===== config.mk =====
export PLATFORM = sky130hd
export DESIGN_NAME = mtc_dim_cell
export DESIGN_NICKNAME = d
export VERILOG_FILES = /design/src/rtl/mtc_pkg.sv /design/src/rtl/mtc_dim_cell.sv
export SDC_FILE = /design/constraint.sdc
export NUM_CORES = 1
export LEC_CHECK = 0
export ABC_AREA = 1
export BUFFER_PORTS_ARGS = -buffer_cell sky130_fd_sc_hd__buf_2
export CORE_AREA = 2 2 46 48
export CTS_BUF_LIST = sky130_fd_sc_hd__clkbuf_2
export DETAILED_ROUTE_END_ITERATION = 8
export DIE_AREA = 0 0 48 50
export GPL_TIMING_DRIVEN = 0
export PLACE_DENSITY = 0.76
export SYNTH_ARGS = -nofsm -noshare
export SYNTH_HDL_FRONTEND = slang
export SYNTH_SLANG_ARGS = --single-unit

===== constraint.sdc =====
create_clock -name i_clk -period 1.56 [get_ports i_clk]
set_input_delay 0.312 -clock i_clk [delete_from_list [all_inputs] [get_ports i_clk]]
set_output_delay 0.312 -clock i_clk [all_outputs]
set_load 0.01 [all_outputs]

===== src/rtl/mtc_pkg.sv =====
// Shared types and constants of the matrix chain order cost block.
package mtc_pkg;

    // Width of the dimension field on the input stream.
    localparam int IN_W = 16;
    // Width of a cost value; wide enough that no chain cost can overflow.
    localparam int CW = 56;
    // Width of the reported top-level split.
    localparam int RW = 7;
    // Width of the status code.
    localparam int SW = 2;

    typedef enum logic [SW-1:0] {
        ST_OK    = 2'd0,
        ST_SHORT = 2'd1,
        ST_TRUNC = 2'd2
    } t_status;

    // Shift controls of the dimension ring.
    typedef struct packed {
        logic shift_dn;
        logic shift_up;
    } t_ring_ctl;

    // Control word that travels with one split evaluation.
    typedef struct packed {
        logic valid;
        logic first;
        logic desc;
        logic zero_a;
        logic zero_b;
    } t_eval_ctl;

endpackage


===== src/rtl/mtc_dim_cell.sv =====
// One cell of the dimension ring; it takes its value from either neighbor.
module mtc_dim_cell #(
    parameter int DW = 16
) (
    input  logic               i_clk,
    input  mtc_pkg::t_ring_ctl i_ctl,
    input  logic [DW-1:0]      i_from_up,
    input  logic [DW-1:0]      i_from_dn,
    output logic [DW-1:0]      o_dim
);

    logic [DW-1:0] r_dim;

    always_ff @(posedge i_clk) begin
        if (i_ctl.shift_dn) begin
            r_dim <= i_from_up;
        end else if (i_ctl.shift_up) begin
            r_dim <= i_from_dn;
        end
    end

    assign o_dim = r_dim;

endmodule


# After elaboration in Yosys (flattened, before gate mapping)
# Cells that the tools add are included.
dict set report word_totals {
  output_inout_bits 16
  register_bits 16
  word_cells 4
}
dict set report op_classes {
  muxes 2
  n_reduce_logical 1
}
# op count
set ops {}
lappend ops {{$mux W16} 2}
lappend ops {{$reduce_bool A2 Y1} 1}

# Longest topological paths before layout
# Gate-level depths: netlist of run 1.
dict set report depth {
  word_depth 2
  depth_mapped 5
  mapped_depth_nobuf 3
}

# Least setup slack after synthesis of run 1
# No wires, ideal clock.
dict set report synth_timing {
  kind {input -> register}
  start {input port i_ctl[1] (netlist name)}
  end {register r_dim[0] (netlist: o_dim[0]), enable pin}
  setup_slack_ns 0.337
  arrival_ns 0.851
  n_path_buf 1
  path_stages 2
  setup_time_ns 0.373
  path_cell_list {buf_6 > or2_1}
}
dict set report synth_via {
  elab_chain_len 1
}
# item line_no
set synth_rtl {}
lappend synth_rtl {{from (decl)} mtc_dim_cell.sv:6} ;# input mtc_pkg::t_ring_ctl i_ctl,
lappend synth_rtl {{$reduce_bool A2 Y1 (no source line)} --}
lappend synth_rtl {{to (signal assigned)} mtc_dim_cell.sv:16} ;# r_dim <= i_from_up;
lappend synth_rtl {{to (signal assigned)} mtc_dim_cell.sv:18} ;# r_dim <= i_from_dn;
lappend synth_rtl {{to (decl)} mtc_dim_cell.sv:12} ;# logic [DW-1:0] r_dim;
# No other way between the ends.
# A chain may end at the register's enable or synchronous reset.

# Worst setup path after layout of run 1
dict set report layout_timing {
  start {register r_dim[13] (netlist: o_dim[13])}
  end {output port o_dim[13]}
}
# item line_no
set layout_lines {}
lappend layout_lines {{to (decl)} mtc_dim_cell.sv:9} ;# output logic [DW-1:0] o_dim
# No word-level cell between the ends.

==> flow_summary.ini, run 1 <==
[placement]
place_inst = 145
gp_congestion = 0.648
dpl_wire_length_mm = 1.22
buffer_ports.inserted = 49

[timing]
min_period_ps = 1120
fin_worst_hold_slack_ps = 298
final_min_period_over_clock_period_pct = 71.8
worst_slew_margin_rel_pct = 57.6
setup_repair_after_global_routing_missed_its_margin = false
hold_violations = 0
setup-tns-final_ps = 0
finalSetupViolCount = 0
max_slew.worst_pin.slew_ps = 636
fmax_ghz = 0.892
final-max-slew-violation-count = 0

[critical_path]
worst_setup_path_end_kind = primary output
worst-endpoint-arrival_ps = 810
slowest_delay_ps = 390
critical-path-top-delay-family = flip-flops
required_ps = 1250
cp_num_buf_inv = 1
timing.critical_path.slowest_stage_cell = sky130_fd_sc_hd__edfxtp_1
critical_path_peak_fanout = 1
critical_path_cell_by_cell = buf_2
path_class = flip-flop to primary output
crit_path_start_kind = flip-flop

[min_path]
worst_hold_path_type = input pin to flip-flop

[final_layout]
syn_to_final_growth_pct = 40.2
diodes = 0
final_layout_size_suffix_gt1_share_pct = 50.4
largest_register_ff_count = 16
final-seq-area_um2 = 480
multi_input_gate_area_um2 = 199
finish.cell_count_without_fillers = 148
filler_cell_count = 179
num-nets-final = 158

[synth]
synth.avg_cell_area_um2 = 10.6
syn_nets = 104
syn_inst = 69
synth.ff_latch_count = 16
synth_area_um2 = 731
yosysSeqAreaShare_pct = 65.8
synth.lib_cells_used.distinct = 7
synth_warnings = 0

[cts]
post-cts-setup-buffer-count = 0
cts_root_buf = sky130_fd_sc_hd__clkbuf_2
clock_sink_count = 16
clock_path_buffers = 2
post_cts_resized = 0
tritoncts = yes
tritoncts.num_buffers = 3
ctsHtreeMaxLevel = 1
clock_edge_transition_at_the_registers_on_the_reported_setup_and_hold_paths_ps = 130
ctsHoldBuffers = 0

[die]
placementRows = 16
design.die.area_mm2 = 0.00240
floorplan.die.height_um = 50
boundaryPins = 51
core_area_mm2 = 0.00190
initial_core_util_pct = 38.4
die_width_um = 48

[global_routing]
grt.total_usage_pct = 12.6
pin_count_of_the_biggest_net_entering_global_routing = 17
antenna_found_initial = 0
first_global_vias = 530
global_route.overflow_total = 0
first_pass_grt_wire_length_mm = 2.11

[drt]
drt-total-wl_mm = 1.53
final_antenna_net_count = 0
total_vias_in_the_final_route = 629
route.detailed.drc = 0
viasPerCell = 4.25
firstDrtPassIters = 4
dr.first_iter.drc_count = 4
route.detailed.wl_per_inst_um = 10.3

[status]
status = complete, no violations

[power]
vdd_ir_drop_max_mv = 0.440
power_leakage_nw = 0.542
power_density_mw_per_mm2 = 860

[flow_run]
maxCapViolCount = 0
==> area by class of cell <==
| class | instances | share of cell area [%] |
|---|---|---|
| clock buffers | 3 | 1.47 |
| multi-input cells | 49 | 19.4 |
| plain buffers | 3 | 4.15 |
| flip-flops and latches | 16 | 46.9 |
| repair buffers | 49 | 23.9 |
| inverters | 1 | 0.855 |
| well taps | 27 | 3.30 |
==> per-layer routing <==
| layer | GRT usage, % | vias to the layer above | wire, um |
|---|---|---|---|
| met3 | 3.30 | 2 | 119 |
| met1 | 13.2 | 270 | 580 |
| met2 | 22.2 | 32 | 810 |
| li1 | - | 325 | - |
| met5 | 0 | - | 0 |
| met4 | 5.41 | 0 | 16 |
==> cell usage in the layout, fill, tap and decap left out, drive strengths merged <==
cell type / count
clkbuf: 3
or2: 1
edfxtp: 16
nand2: 48
inv: 1
buf: 52
==> power breakdown <==
part / leakage (nW) / total, mW / internal [mW] / switching, mW
clock network: 0.0125 / 0.164 / 0.0525 / 0.112
logic: 0.365 / 0.180 / 0.0859 / 0.0945
registers: 0.165 / 0.536 / 0.527 / 0.00912
==> final timing paths <==
path / startpoint / endpoint / slack [ps] / cells past startpoint
worst max-delay path: o_dim[13] / o_dim[13] / 440 / 1
worst min-delay path: i_from_dn[3] / o_dim[3] / 300 / 3
==> Yosys cell counts <==
cell / number / area [um^2]
sky130_fd_sc_hd__buf_12: 1 / 20.0
sky130_fd_sc_hd__buf_6: 2 / 22.5
sky130_fd_sc_hd__edfxtp_1: 16 / 480
sky130_fd_sc_hd__inv_6: 1 / 8.76
sky130_fd_sc_hd__nand2_1: 43 / 161
sky130_fd_sc_hd__nand2_2: 5 / 31.3
sky130_fd_sc_hd__or2_1: 1 / 6.26
==> cell families (layout without fill, tap and decap cells) <==
family / count (synthesis) / count (layout) / synth area share (%)
flip-flops: 16 / 16 / 65.8
buffers and inverters: 4 / 56 / 7.02
AND/OR/NAND/NOR: 49 / 49 / 27.2
==> metrics by stage <==
stage / area [um^2] / power, mW / util [%] / setup WS [ps]
floorplan: 731 / 0.634 / - / 337
global placement: 1010 / 0.723 / 53.1 / 218
detailed placement: 1010 / 0.730 / 53.1 / 203
CTS: 1020 / 0.893 / 53.9 / 414
global route: 1020 / 0.931 / 53.9 / 361
finish: 1020 / 0.881 / 53.9 / 439
(Power assumes the default switching activity.)
==> run 2: changes to the inputs <==
CORE_AREA = 2 2 48 50   (was 2 2 46 48)
DIE_AREA = 0 0 50 52   (was 0 0 48 50)
PLACE_DENSITY = 0.73   (was 0.76)
clock period = 1 ns   (was 1.56 ns; I/O delays follow)
==> flow_summary.ini, run 2 (synthesis gave the netlist of run 1 again) <==
[final_layout]
diodes = 0
num-nets-final = 158
filler_cell_count = 221
postLayoutCellArea_mm2 = 0.00103
final_layout_size_suffix_gt1_share_pct = 50.8
finish.cell_count_without_fillers = 150
largest_register_ff_count = 16
syn_to_final_growth_pct = 41.3
commonest_cells_after_routing_fill_and_taps_aside = 49 x sky130_fd_sc_hd__buf_2, 43 x sky130_fd_sc_hd__nand2_1, 16 x sky130_fd_sc_hd__edfxtp_1
leading_cell_type_in_the_layout_fill_and_taps_excluded = sky130_fd_sc_hd__buf_2

[timing]
setup_repair_after_global_routing_missed_its_margin = true
timing.final.ws_setup_ps = -48.5
hold_violations = 0
finalSetupViolCount = 12
fmax_ghz = 0.954
min_period_ps = 1050
fin_worst_hold_slack_ps = 155
final-max-slew-violation-count = 0
worst_slew_margin_rel_pct = 85.3
max_slew.worst_pin.slew_ps = 221
final_min_period_over_clock_period_pct = 105

[drt]
route.detailed.drc = 0
route.detailed.wl_per_inst_um = 10.7
drt-met1-wl_um = 628
viasPerCell = 4.31
met2WireLength_um = 796
dr.first_iter.drc_count = 2
total_vias_in_the_final_route = 647
drt-total-wl_mm = 1.60
firstDrtPassIters = 4
highest_layer = met4
final_antenna_net_count = 0
dr_wl_met3_um = 135

[cts]
post-cts-setup-buffer-count = 0
ctsHtreeMaxLevel = 1
tritoncts.num_buffers = 3
clock_edge_transition_at_the_registers_on_the_reported_setup_and_hold_paths_ps = 160
clock_sink_count = 16
ctsHoldBuffers = 0
post_cts_resized = 0
cts_root_buf = sky130_fd_sc_hd__clkbuf_2
tritoncts = yes
clock_path_buffers = 2

[global_routing]
first_global_vias = 577
first_pass_grt_wire_length_mm = 2.34
global_route.overflow_total = 0
pin_count_of_the_biggest_net_entering_global_routing = 17
grt.total_usage_pct = 12.6
antenna_found_initial = 0

[die]
initial_core_util_pct = 34.7
placementRows = 17
die_width_um = 50
core_area_mm2 = 0.00211
boundaryPins = 51
floorplan.die.height_um = 52
design.die.area_mm2 = 0.00260

[critical_path]
critical_path_peak_fanout = 1
path_class = flip-flop to primary output
critical-path-top-delay-family = flip-flops
worst-endpoint-arrival_ps = 850
critical_path_cell_by_cell = buf_2
worst_setup_path_end_kind = primary output
required_ps = 800
timing.critical_path.slowest_stage_cell = sky130_fd_sc_hd__edfxtp_1
crit_path_start_kind = flip-flop
slowest_delay_ps = 410
cp_num_buf_inv = 1

[placement]
dpl_wire_length_mm = 1.23
dp_slack_ps = 53.5
placement.cell_area_mm2 = 0.00101
place_inst = 146
buffer_ports.inserted = 49
gp_congestion = 0.573

[status]
violated_checks = negative setup slack
status = complete, but fails checks

[power]
power_mw = 1.41
vdd_ir_drop_max_mv = 0.556
power_density_mw_per_mm2 = 1360
power_leakage_nw = 0.545

[flow_run]
maxCapViolCount = 0

[min_path]
worst_hold_path_type = input pin to flip-flop
==> run 2: final cells by class <==
type                    instances  area, um^2  area share [%]
plain buffers                   3        42.5            4.12
clock buffers                   3        15.0            1.45
clock inverters                 1        3.75           0.364
inverters                       1        8.76           0.848
multi-input cells              49         201            19.5
flip-flops and latches         16         480            46.5
well taps                      28        35.0            3.39
repair buffers                 49         245            23.8
==> run 2: report_power, final <==
part           internal (mW)  total (mW)  leakage (nW)  switching, mW
sequential             0.822       0.837         0.165         0.0158
combinational          0.136       0.282         0.366          0.146
clock                 0.0869       0.286        0.0140          0.200
total                   1.04        1.41         0.545          0.362
==> run 2: final timing paths <==
check | startpoint | to | slack [ps] | cells past startpoint
min | i_from_dn[2] | o_dim[2] | 150 | 3
max | o_dim[0] | o_dim[0] | -50 | 1
==> run 2: per-stage QoR <==
stage | utilization, % | setup TNS [ps]
after floorplan | - | 0
after global placement | 48.1 | 0
after detailed placement | 48.1 | 0
after CTS | 49.0 | -397
after global routing | 49.0 | -863
final | 49.0 | -276
==> run 2: routing by layer <==
layer	up-vias	GRT usage, %
met2	39	20.0
li1	326	-
met3	4	2.30
met4	0	11.1
met1	278	14.6
met5	-	0
