===== src/rtl/mtc_pkg.sv =====
// Shared types and constants of the matrix chain order cost block.
package mtc_pkg;

    // Width of the dimension field on the input stream.
    localparam int IN_W = 16;
    // Width of a cost value; wide enough that no chain cost can overflow.
    localparam int CW = 56;
    // Width of the reported top-level split.
    localparam int RW = 7;
    // Width of the status code.
    localparam int SW = 2;

    typedef enum logic [SW-1:0] {
        ST_OK    = 2'd0,
        ST_SHORT = 2'd1,
        ST_TRUNC = 2'd2
    } t_status;

    // Shift controls of the dimension ring.
    typedef struct packed {
        logic shift_dn;
        logic shift_up;
    } t_ring_ctl;

    // Control word that travels with one split evaluation.
    typedef struct packed {
        logic valid;
        logic first;
        logic desc;
        logic zero_a;
        logic zero_b;
    } t_eval_ctl;

endpackage


===== src/rtl/mtc_split_eval.sv =====
// Pipelined evaluation of one split candidate and the running minimum.
module mtc_split_eval #(
    parameter int DW = 16,
    parameter int IW = 7
) (
    input  logic                   i_clk,
    input  logic                   i_rst_n,
    input  mtc_pkg::t_eval_ctl     i_ctl,
    input  logic [IW-1:0]          i_k,
    input  logic [DW-1:0]          i_pk,
    input  logic [DW-1:0]          i_pl,
    input  logic [DW-1:0]          i_pr,
    input  logic [mtc_pkg::CW-1:0] i_cost_a,
    input  logic [mtc_pkg::CW-1:0] i_cost_b,
    output logic                   o_busy,
    output logic [mtc_pkg::CW-1:0] o_best,
    output logic [IW-1:0]          o_best_k
);

    localparam int PW2 = 2 * DW;
    localparam int PW3 = 3 * DW;

    mtc_pkg::t_eval_ctl     r_s1;
    logic [IW-1:0]          r_k1, r_k2, r_k3, r_k4;
    logic [DW-1:0]          r_pk1;
    logic                   r_v2, r_v3, r_v4;
    logic                   r_first2, r_first3, r_first4;
    logic                   r_desc2, r_desc3, r_desc4;
    logic [mtc_pkg::CW-1:0] r_sum2, r_sum3, r_q4;
    logic [PW2-1:0]         r_prod2;
    logic [PW3-1:0]         r_prod3;
    logic [mtc_pkg::CW-1:0] r_best;
    logic [IW-1:0]          r_best_k;
    logic [mtc_pkg::CW-1:0] w_a, w_b;
    logic                   w_take;

    // The diagonal of the table is zero and is never stored.
    assign w_a = r_s1.zero_a ? '0 : i_cost_a;
    assign w_b = r_s1.zero_b ? '0 : i_cost_b;

    // Descending passes keep the smallest split on a tie by taking equal values.
    assign w_take = r_first4 || (r_desc4 ? (r_q4 <= r_best) : (r_q4 < r_best));

    always_ff @(posedge i_clk) begin
        if (!i_rst_n) begin
            r_s1 <= '0;
            r_v2 <= 1'b0;
            r_v3 <= 1'b0;
            r_v4 <= 1'b0;
        end else begin
            r_s1 <= i_ctl;
            r_v2 <= r_s1.valid;
            r_v3 <= r_v2;
            r_v4 <= r_v3;
        end
    end

    always_ff @(posedge i_clk) begin
        r_k1     <= i_k;
        r_pk1    <= i_pk;
        r_k2     <= r_k1;
        r_first2 <= r_s1.first;
        r_desc2  <= r_s1.desc;
        r_sum2   <= w_a + w_b;
        r_prod2  <= PW2'(i_pl) * PW2'(r_pk1);
        r_k3     <= r_k2;
        r_first3 <= r_first2;
        r_desc3  <= r_desc2;
        r_sum3   <= r_sum2;
        r_prod3  <= PW3'(r_prod2) * PW3'(i_pr);
        r_k4     <= r_k3;
        r_first4 <= r_first3;
        r_desc4  <= r_desc3;
        r_q4     <= r_sum3 + mtc_pkg::CW'(r_prod3);
        if (r_v4 && w_take) begin
            r_best   <= r_q4;
            r_best_k <= r_k4;
        end
    end

    assign o_busy   = r_s1.valid | r_v2 | r_v3 | r_v4;
    assign o_best   = r_best;
    assign o_best_k = r_best_k;

endmodule

===== config.mk =====
export PLATFORM = sky130hd
export DESIGN_NAME = mtc_split_eval
export DESIGN_NICKNAME = d
export VERILOG_FILES = /design/src/rtl/mtc_pkg.sv /design/src/rtl/mtc_split_eval.sv
export SDC_FILE = /design/constraint.sdc
export NUM_CORES = 2
export LEC_CHECK = 0
export ABC_AREA = 1
export BUFFER_PORTS_ARGS = -buffer_cell sky130_fd_sc_hd__buf_2
export CORE_MARGIN = 8
export CORE_UTILIZATION = 58
export CTS_CLUSTER_DIAMETER = 60
export CTS_CLUSTER_SIZE = 40
export DETAILED_ROUTE_END_ITERATION = 10
export PLACE_DENSITY_LB_ADDON = 0.15
export SLEW_MARGIN = 15
export SYNTH_ARGS = -nofsm -noshare
export SYNTH_HDL_FRONTEND = slang
export SYNTH_SLANG_ARGS = --single-unit

===== constraint.sdc =====
create_clock -name i_clk -period 5.5 [get_ports i_clk]
set_input_delay 0.55 -clock i_clk [delete_from_list [all_inputs] [get_ports i_clk]]
set_output_delay 0.55 -clock i_clk [all_outputs]
set_load 0.02 [all_outputs]

### Word level (Yosys, flattened, before mapping)

Cells that the tools add are included.

| storage, ports and cells | value |
|---|---|
| register bits | 369 |
| bits of input ports | 174 |
| output and inout port bits | 64 |
| logic and storage cells | 40 |

| cells by class | value |
|---|---|
| add/subtract/negate cells | 2 |
| $mul | 2 |
| magnitude comparators | 2 |
| mux-type cells | 3 |
| bitwise operators | 3 |
| reduce and logical (&&, ||, !) cells | 2 |

Operator list:

| cell | count |
|---|---|
| $mux 56 | 2 |
| $add 56x48->56 | 1 |
| $add 56x56->56 | 1 |
| $le 56x56->1 | 1 |
| $lt 56x56->1 | 1 |
| $mul 32x16->48 | 1 |
| $mul 16x16->32 | 1 |
| $or 1x1->1 | 3 |
| $logic_and 1x1->1 | 1 |
| $logic_or 1x1->1 | 1 |
| $mux 1 | 1 |

### Depth between registers and ports, before layout

| depth | value |
|---|---|
| depth in word-level cells | 4 |
| mapped depth | 27 |
| depth with buffers taken out | 25 |

### Least setup slack after synthesis

Ideal clock, no wire load.

| timing | value |
|---|---|
| path type | input -> register |
| start point | in i_pl[14] |
| end point | reg r_prod2[30] |
| data arrival time | 5460 ps |
| setup slack | -72 ps |
| stages on the path | 25 |
| path buffers | 2 |
| path through | clkbuf_1 clkbuf_1 nand2_1 fa_1 inv_1 fa_1 inv_1 fa_1 inv_1 fa_1 inv_1 fa_1 fa_1 inv_1 ha_1 nand2_1 nand2_1 a21boi_0 nor2_1 nor2_1 nor2_1 nor2_1 nand2_1 nand2_1 nand2_1 |

| on the way | value |
|---|---|
| longest elaborated chain between the ends | 1 |

Ends and longest elaborated chain:

| item | line | source |
|---|---|---|
| start: declaration | mtc_split_eval.sv:11 | `input logic [DW-1:0] i_pl,` |
| $mul 16x16->32 | mtc_split_eval.sv:65 | `r_prod2 <= PW2'(i_pl) * PW2'(r_pk1);` |
| end signal: assignment | mtc_split_eval.sv:65 |  |
| end: declaration | mtc_split_eval.sv:30 | `logic [PW2-1:0] r_prod2;` |

Every way passes these cells.
A chain may end at the register's enable or synchronous reset.

### Worst setup path after layout

| timing | value |
|---|---|
| start point | reg r_prod2[29] |
| end point | reg r_prod3[47] |

| on the way | value |
|---|---|
| longest elaborated chain between the ends | 1 |

Ends and longest elaborated chain:

| item | line | source |
|---|---|---|
| $mul 32x16->48 | mtc_split_eval.sv:70 | `r_prod3 <= PW3'(r_prod2) * PW3'(i_pr);` |
| end signal: assignment | mtc_split_eval.sv:70 |  |
| end: declaration | mtc_split_eval.sv:31 | `logic [PW3-1:0] r_prod3;` |

Every way passes these cells.

==> insert_results.sql <==
INSERT INTO impl_metrics (metric_group, metric, value, unit) VALUES
('floorplan', 'floorplan.io_pins', '238', ''),
('global_routing', 'grt_pass1_vias', '40300', ''),
('critical_path', 'critical_path.slowest_cell', 'fa_1', ''),
('sta', 'period_share', '0.970', ''),
('critical_path', 'critical_path.most_common_cell', 'nand2_1', ''),
('critical_path', 'reg2reg_from', 'r_prod2[29]$_DFF_P_', ''),
('sta', 'finalWorstPathRequiredPeriod', '5.34', 'ns'),
('critical_path', 'reg2reg_to', 'r_prod3[47]$_DFF_P_', ''),
('placed_design', 'place_hpwl', '108', 'mm'),
('route', 'route.detailed.wl_per_inst', '15.8', 'um'),
('critical_path', 'critical_path.max_stage_delay', '0.56', 'ns'),
('min_path', 'whs_path_cells', '1', ''),
('sta', 'finalHoldViolCount', '0', ''),
('floorplan', 'fp.dieArea', '88500', 'um2'),
('sta', 'report.final.slew_viol_count', '0', ''),
('yosys', 'synthesis.nets', '7594', ''),
('critical_path', 'critical_path.endpoint_type', 'flop', ''),
('yosys', 'postSynth.asyncResetShare', '0', ''),
('floorplan', 'coreArea', '78700', 'um2'),
('route', 'drt_first_iter_violations', '2714', ''),
('placed_design', 'port-buffer-count', '237', ''),
('route', 'drt_wl_total', '124', 'mm'),
('min_path', 'hold_path_startpoint', 'i_k[1]', ''),
('route', 'routed_via_density', '5.01', ''),
('global_routing', 'global_route.usage.total', '0.281', ''),
('yosys', 'synth.lib_cells_used.distinct', '40', ''),
('cts', 'cts_tree', 'built', ''),
('yosys', 'synth_common_cells', 'nand2_1, inv_1, fa_1', ''),
('yosys', 'synthesis.yosys.warnings', '0', ''),
('sta', 'worst_slew_margin_rel', '0.327', ''),
('cells_and_area', 'layout.filler_cells', '7058', ''),
('sta', 'tightest_slew', '1.01', 'ns'),
('yosys', 'syn-instance-count', '6423', ''),
('critical_path', 'cp.required', '6.03', 'ns'),
('global_routing', 'largest_net_degree_at_the_start_of_global_routing', '56', ''),
('cts', 'tritoncts.num_buffers', '35', ''),
('sta', 'timing.setup.tns', '0', 'ns'),
('floorplan', 'chipHeight', '297', 'um'),
('yosys', 'synth_top_area_frac', '0.267', ''),
('yosys', 'seq_area_frac_synth', '0.174', ''),
('yosys', 'synth_largest_area_cell', 'fa_1', ''),
('global_routing', 'grt_pass1_wl', '204', 'mm'),
('critical_path', 'criticalPathCategory', 'reg -> reg', ''),
('cts', 'worstSkewPairLatency', '0.62', 'ns'),
('critical_path', 'crit_fanout', '5', ''),
('critical_path', 'path_cells', 'buf_4 > nand2_1 > fa_1 > inv_1 > fa_1 > fa_1 > fa_1 > fa_1 > inv_1 > fa_1 > inv_1 > ha_1 > nand2_1 > inv_1 > nand2_1 > nor3_2 > nand2_1 > nor2_1 > nand2_1 > nand3_1 > nand2_1 > nand2_1', ''),
('job', 'drv.max_cap_violation_count', '0', ''),
('critical_path', 'rrSetupSlack', '0.16', 'ns'),
('sta', 'setup_viol_count_final', '0', ''),
('floorplan', 'start_util', '0.584', ''),
('cells_and_area', 'drive_gt1_frac', '0.110', ''),
('yosys', 'synth.most_common_cell', 'nand2_1', ''),
('critical_path', 'timing.critical_path.from_type', 'flop', ''),
('floorplan', 'dieWidth', '297', 'um'),
('cells_and_area', 'synthToLayoutAreaGrowth', '12.9', '%'),
('route', 'drcViolationCount', '0', ''),
('yosys', 'synth.area.top_cells', 'fa_1, nand2_1, inv_1, dfxtp_1, ha_1', ''),
('min_path', 'timing.hold.worst.class', 'in -> reg', ''),
('floorplan', 'std_cell_rows', '103', ''),
('global_routing', 'gr-total-overflow', '0', ''),
('route', 'drt_first_pass_iters', '6', ''),
('critical_path', 'worst_r2r_path_depth', '22', ''),
('cts', 'cts.htree.levels', '2', ''),
('placed_design', 'routability_congestion', '0.993', ''),
('sta', 'clock.fmax', '187', 'MHz'),
('yosys', 'ys.flop_type', 'dfxtp_1', ''),
('yosys', 'avgSynthCellArea', '7.15', 'um2'),
('run_status', 'outcome', 'finished, final reports clean', ''),
('cts', 'root_buffer', 'clkbuf_16', ''),
('sta', 'finalClockSkew', '0.0671', 'ns'),
('critical_path', 'worst_path_arrival', '5.87', 'ns'),
('yosys', 'synth-seq-cells', '369', ''),
('cts', 'cts.sink_count', '369', ''),
('cells_and_area', 'fin_nets', '7949', ''),
('yosys', 'synth_enable_flop_cells', '63', ''),
('yosys', 'netlist_area', '46000', 'um2'),
('sta', 'rsz_0062_raised_after_global_routing', 'true', ''),
('cts', 'cts.reportedPaths.clkPinSlew', '0.10', 'ns'),
('route', 'ant_nets', '0', ''),
('min_path', 'hold_end', 'r_k1[1]$_DFF_P_', ''),
('global_routing', 'antenna_found_initial', '3', ''),
('cts', 'max-clock-path-buffers', '3', ''),
('route', 'vias', '39400', '');
## how the worst max path moves through the flow
stage	from	to	slack, ns	cells past startpoint
after floorplan	i_pl[12]	r_prod2[30]$_DFF_P_	0.0008	25
after detailed placement	i_pr[1]	r_prod3[40]$_DFF_P_	-0.43	22
final	r_prod2[29]$_DFF_P_	r_prod3[47]$_DFF_P_	0.16	22
after CTS	r_pk1[10]$_DFF_P_	r_prod2[28]$_DFF_P_	0.01	22
after global routing	r_prod2[23]$_DFF_P_	r_prod3[47]$_DFF_P_	-0.07	25
after global placement	i_pr[1]	r_prod3[47]$_DFF_P_	-0.40	21
## through the flow
step / area (um2) / cells / worst slack [ns] / utilization / hold slack [ns]
6_report: 51900 / 7857 / 0.165 / 0.659 / 0.0410
5_1_grt: 51900 / 7857 / -0.0656 / 0.659 / 0.00460
4_1_cts: 51500 / 7851 / 0.0117 / 0.654 / 0.00194
3_5_place_dp: 50100 / 7786 / -0.429 / 0.637 / 0.312
3_3_place_gp: 50100 / 7786 / -0.400 / 0.637 / 0.310
2_1_floorplan: 46000 / 6423 / 0.000835 / - / 0.310
## critical path: cells and delay by family, from the launching register on
kind / cells / cell delay, ns
adder cells (fa/ha/maj): 7 / 3.38
buffers and inverters: 5 / 0.39
flip-flops: 1 / 0.47
AND/OR/NAND/NOR: 10 / 1.05
## sequential cells by signal, indices dropped and copies added (netlist names), 5 cells and up
name	cells
r_prod3	48
r_k1	7
r_prod2	32
r_q4	56
o_best_k	7
r_sum3	56
r_s1	5
r_pk1	16
r_k4	7
r_k3	7
r_k2	7
r_sum2	56
o_best	56
## final cells by class
| class | instances | area, um2 | share of cell area |
|---|---|---|---|
| multi-input combinational | 4153 | 31100 | 0.600 |
| sequential | 369 | 8060 | 0.155 |
| inverter | 1712 | 6430 | 0.124 |
| timing repair buffer | 507 | 3620 | 0.0697 |
| tap | 1050 | 1310 | 0.0253 |
| clock buffer | 37 | 903 | 0.0174 |
| clock inverter | 27 | 445 | 0.00858 |
| antenna | 2 | 5.00 | 0.0000964 |
## metal layers
metal,track usage,part of all wire,up-vias
met2,0.479,0.47,1229
met3,0.0423,0.069,214
met5,0,0,-
met4,0.0684,0.025,0
li1,-,-,19400
met1,0.376,0.44,18600
## layout by cell type (no fill, tap or decap), drive strengths merged
cell type / n
nand2: 1989
inv: 1724
fa: 614
buf: 504
nor2: 427
ha: 383
dfxtp: 306
a21oi: 208
nand3: 164
xor2: 102
o21ai: 77
edfxtp: 63
nand4: 39
clkbuf: 39
o21bai: 38
nor3: 38
xnor2: 14
nand3b: 14
clkinv: 11
a21o: 9
o21a: 8
and2: 8
a31oi: 6
o211ai: 5
a21boi: 5
bufinv: 3
diode: 2
and3: 2
a211oi: 1
nor4: 1
or2: 1
clkinvlp: 1
dlygate4sd3: 1
## cells by family after synthesis
group / after synthesis / synth area share
AND/OR/NAND/NOR: 2683 / 0.233
XOR/XNOR: 116 / 0.0221
flip-flops: 369 / 0.174
adder cells (fa/ha/maj): 997 / 0.372
AO/OA/AOI/OAI: 357 / 0.0430
buffers and inverters: 1901 / 0.155
## repair_timing
action	CTS	global route
resized for setup	8	110
setup endpoints to repair	6	45
gates cloned	0	0
setup buffers	0	4
pin swaps	0	9
endpoints found under the hold margin	1	0
hold buffers	1	0
Power is left out: the tool's default activity adds up to more than one toggle a clock period on the data nets, which glitch-free logic cannot reach.
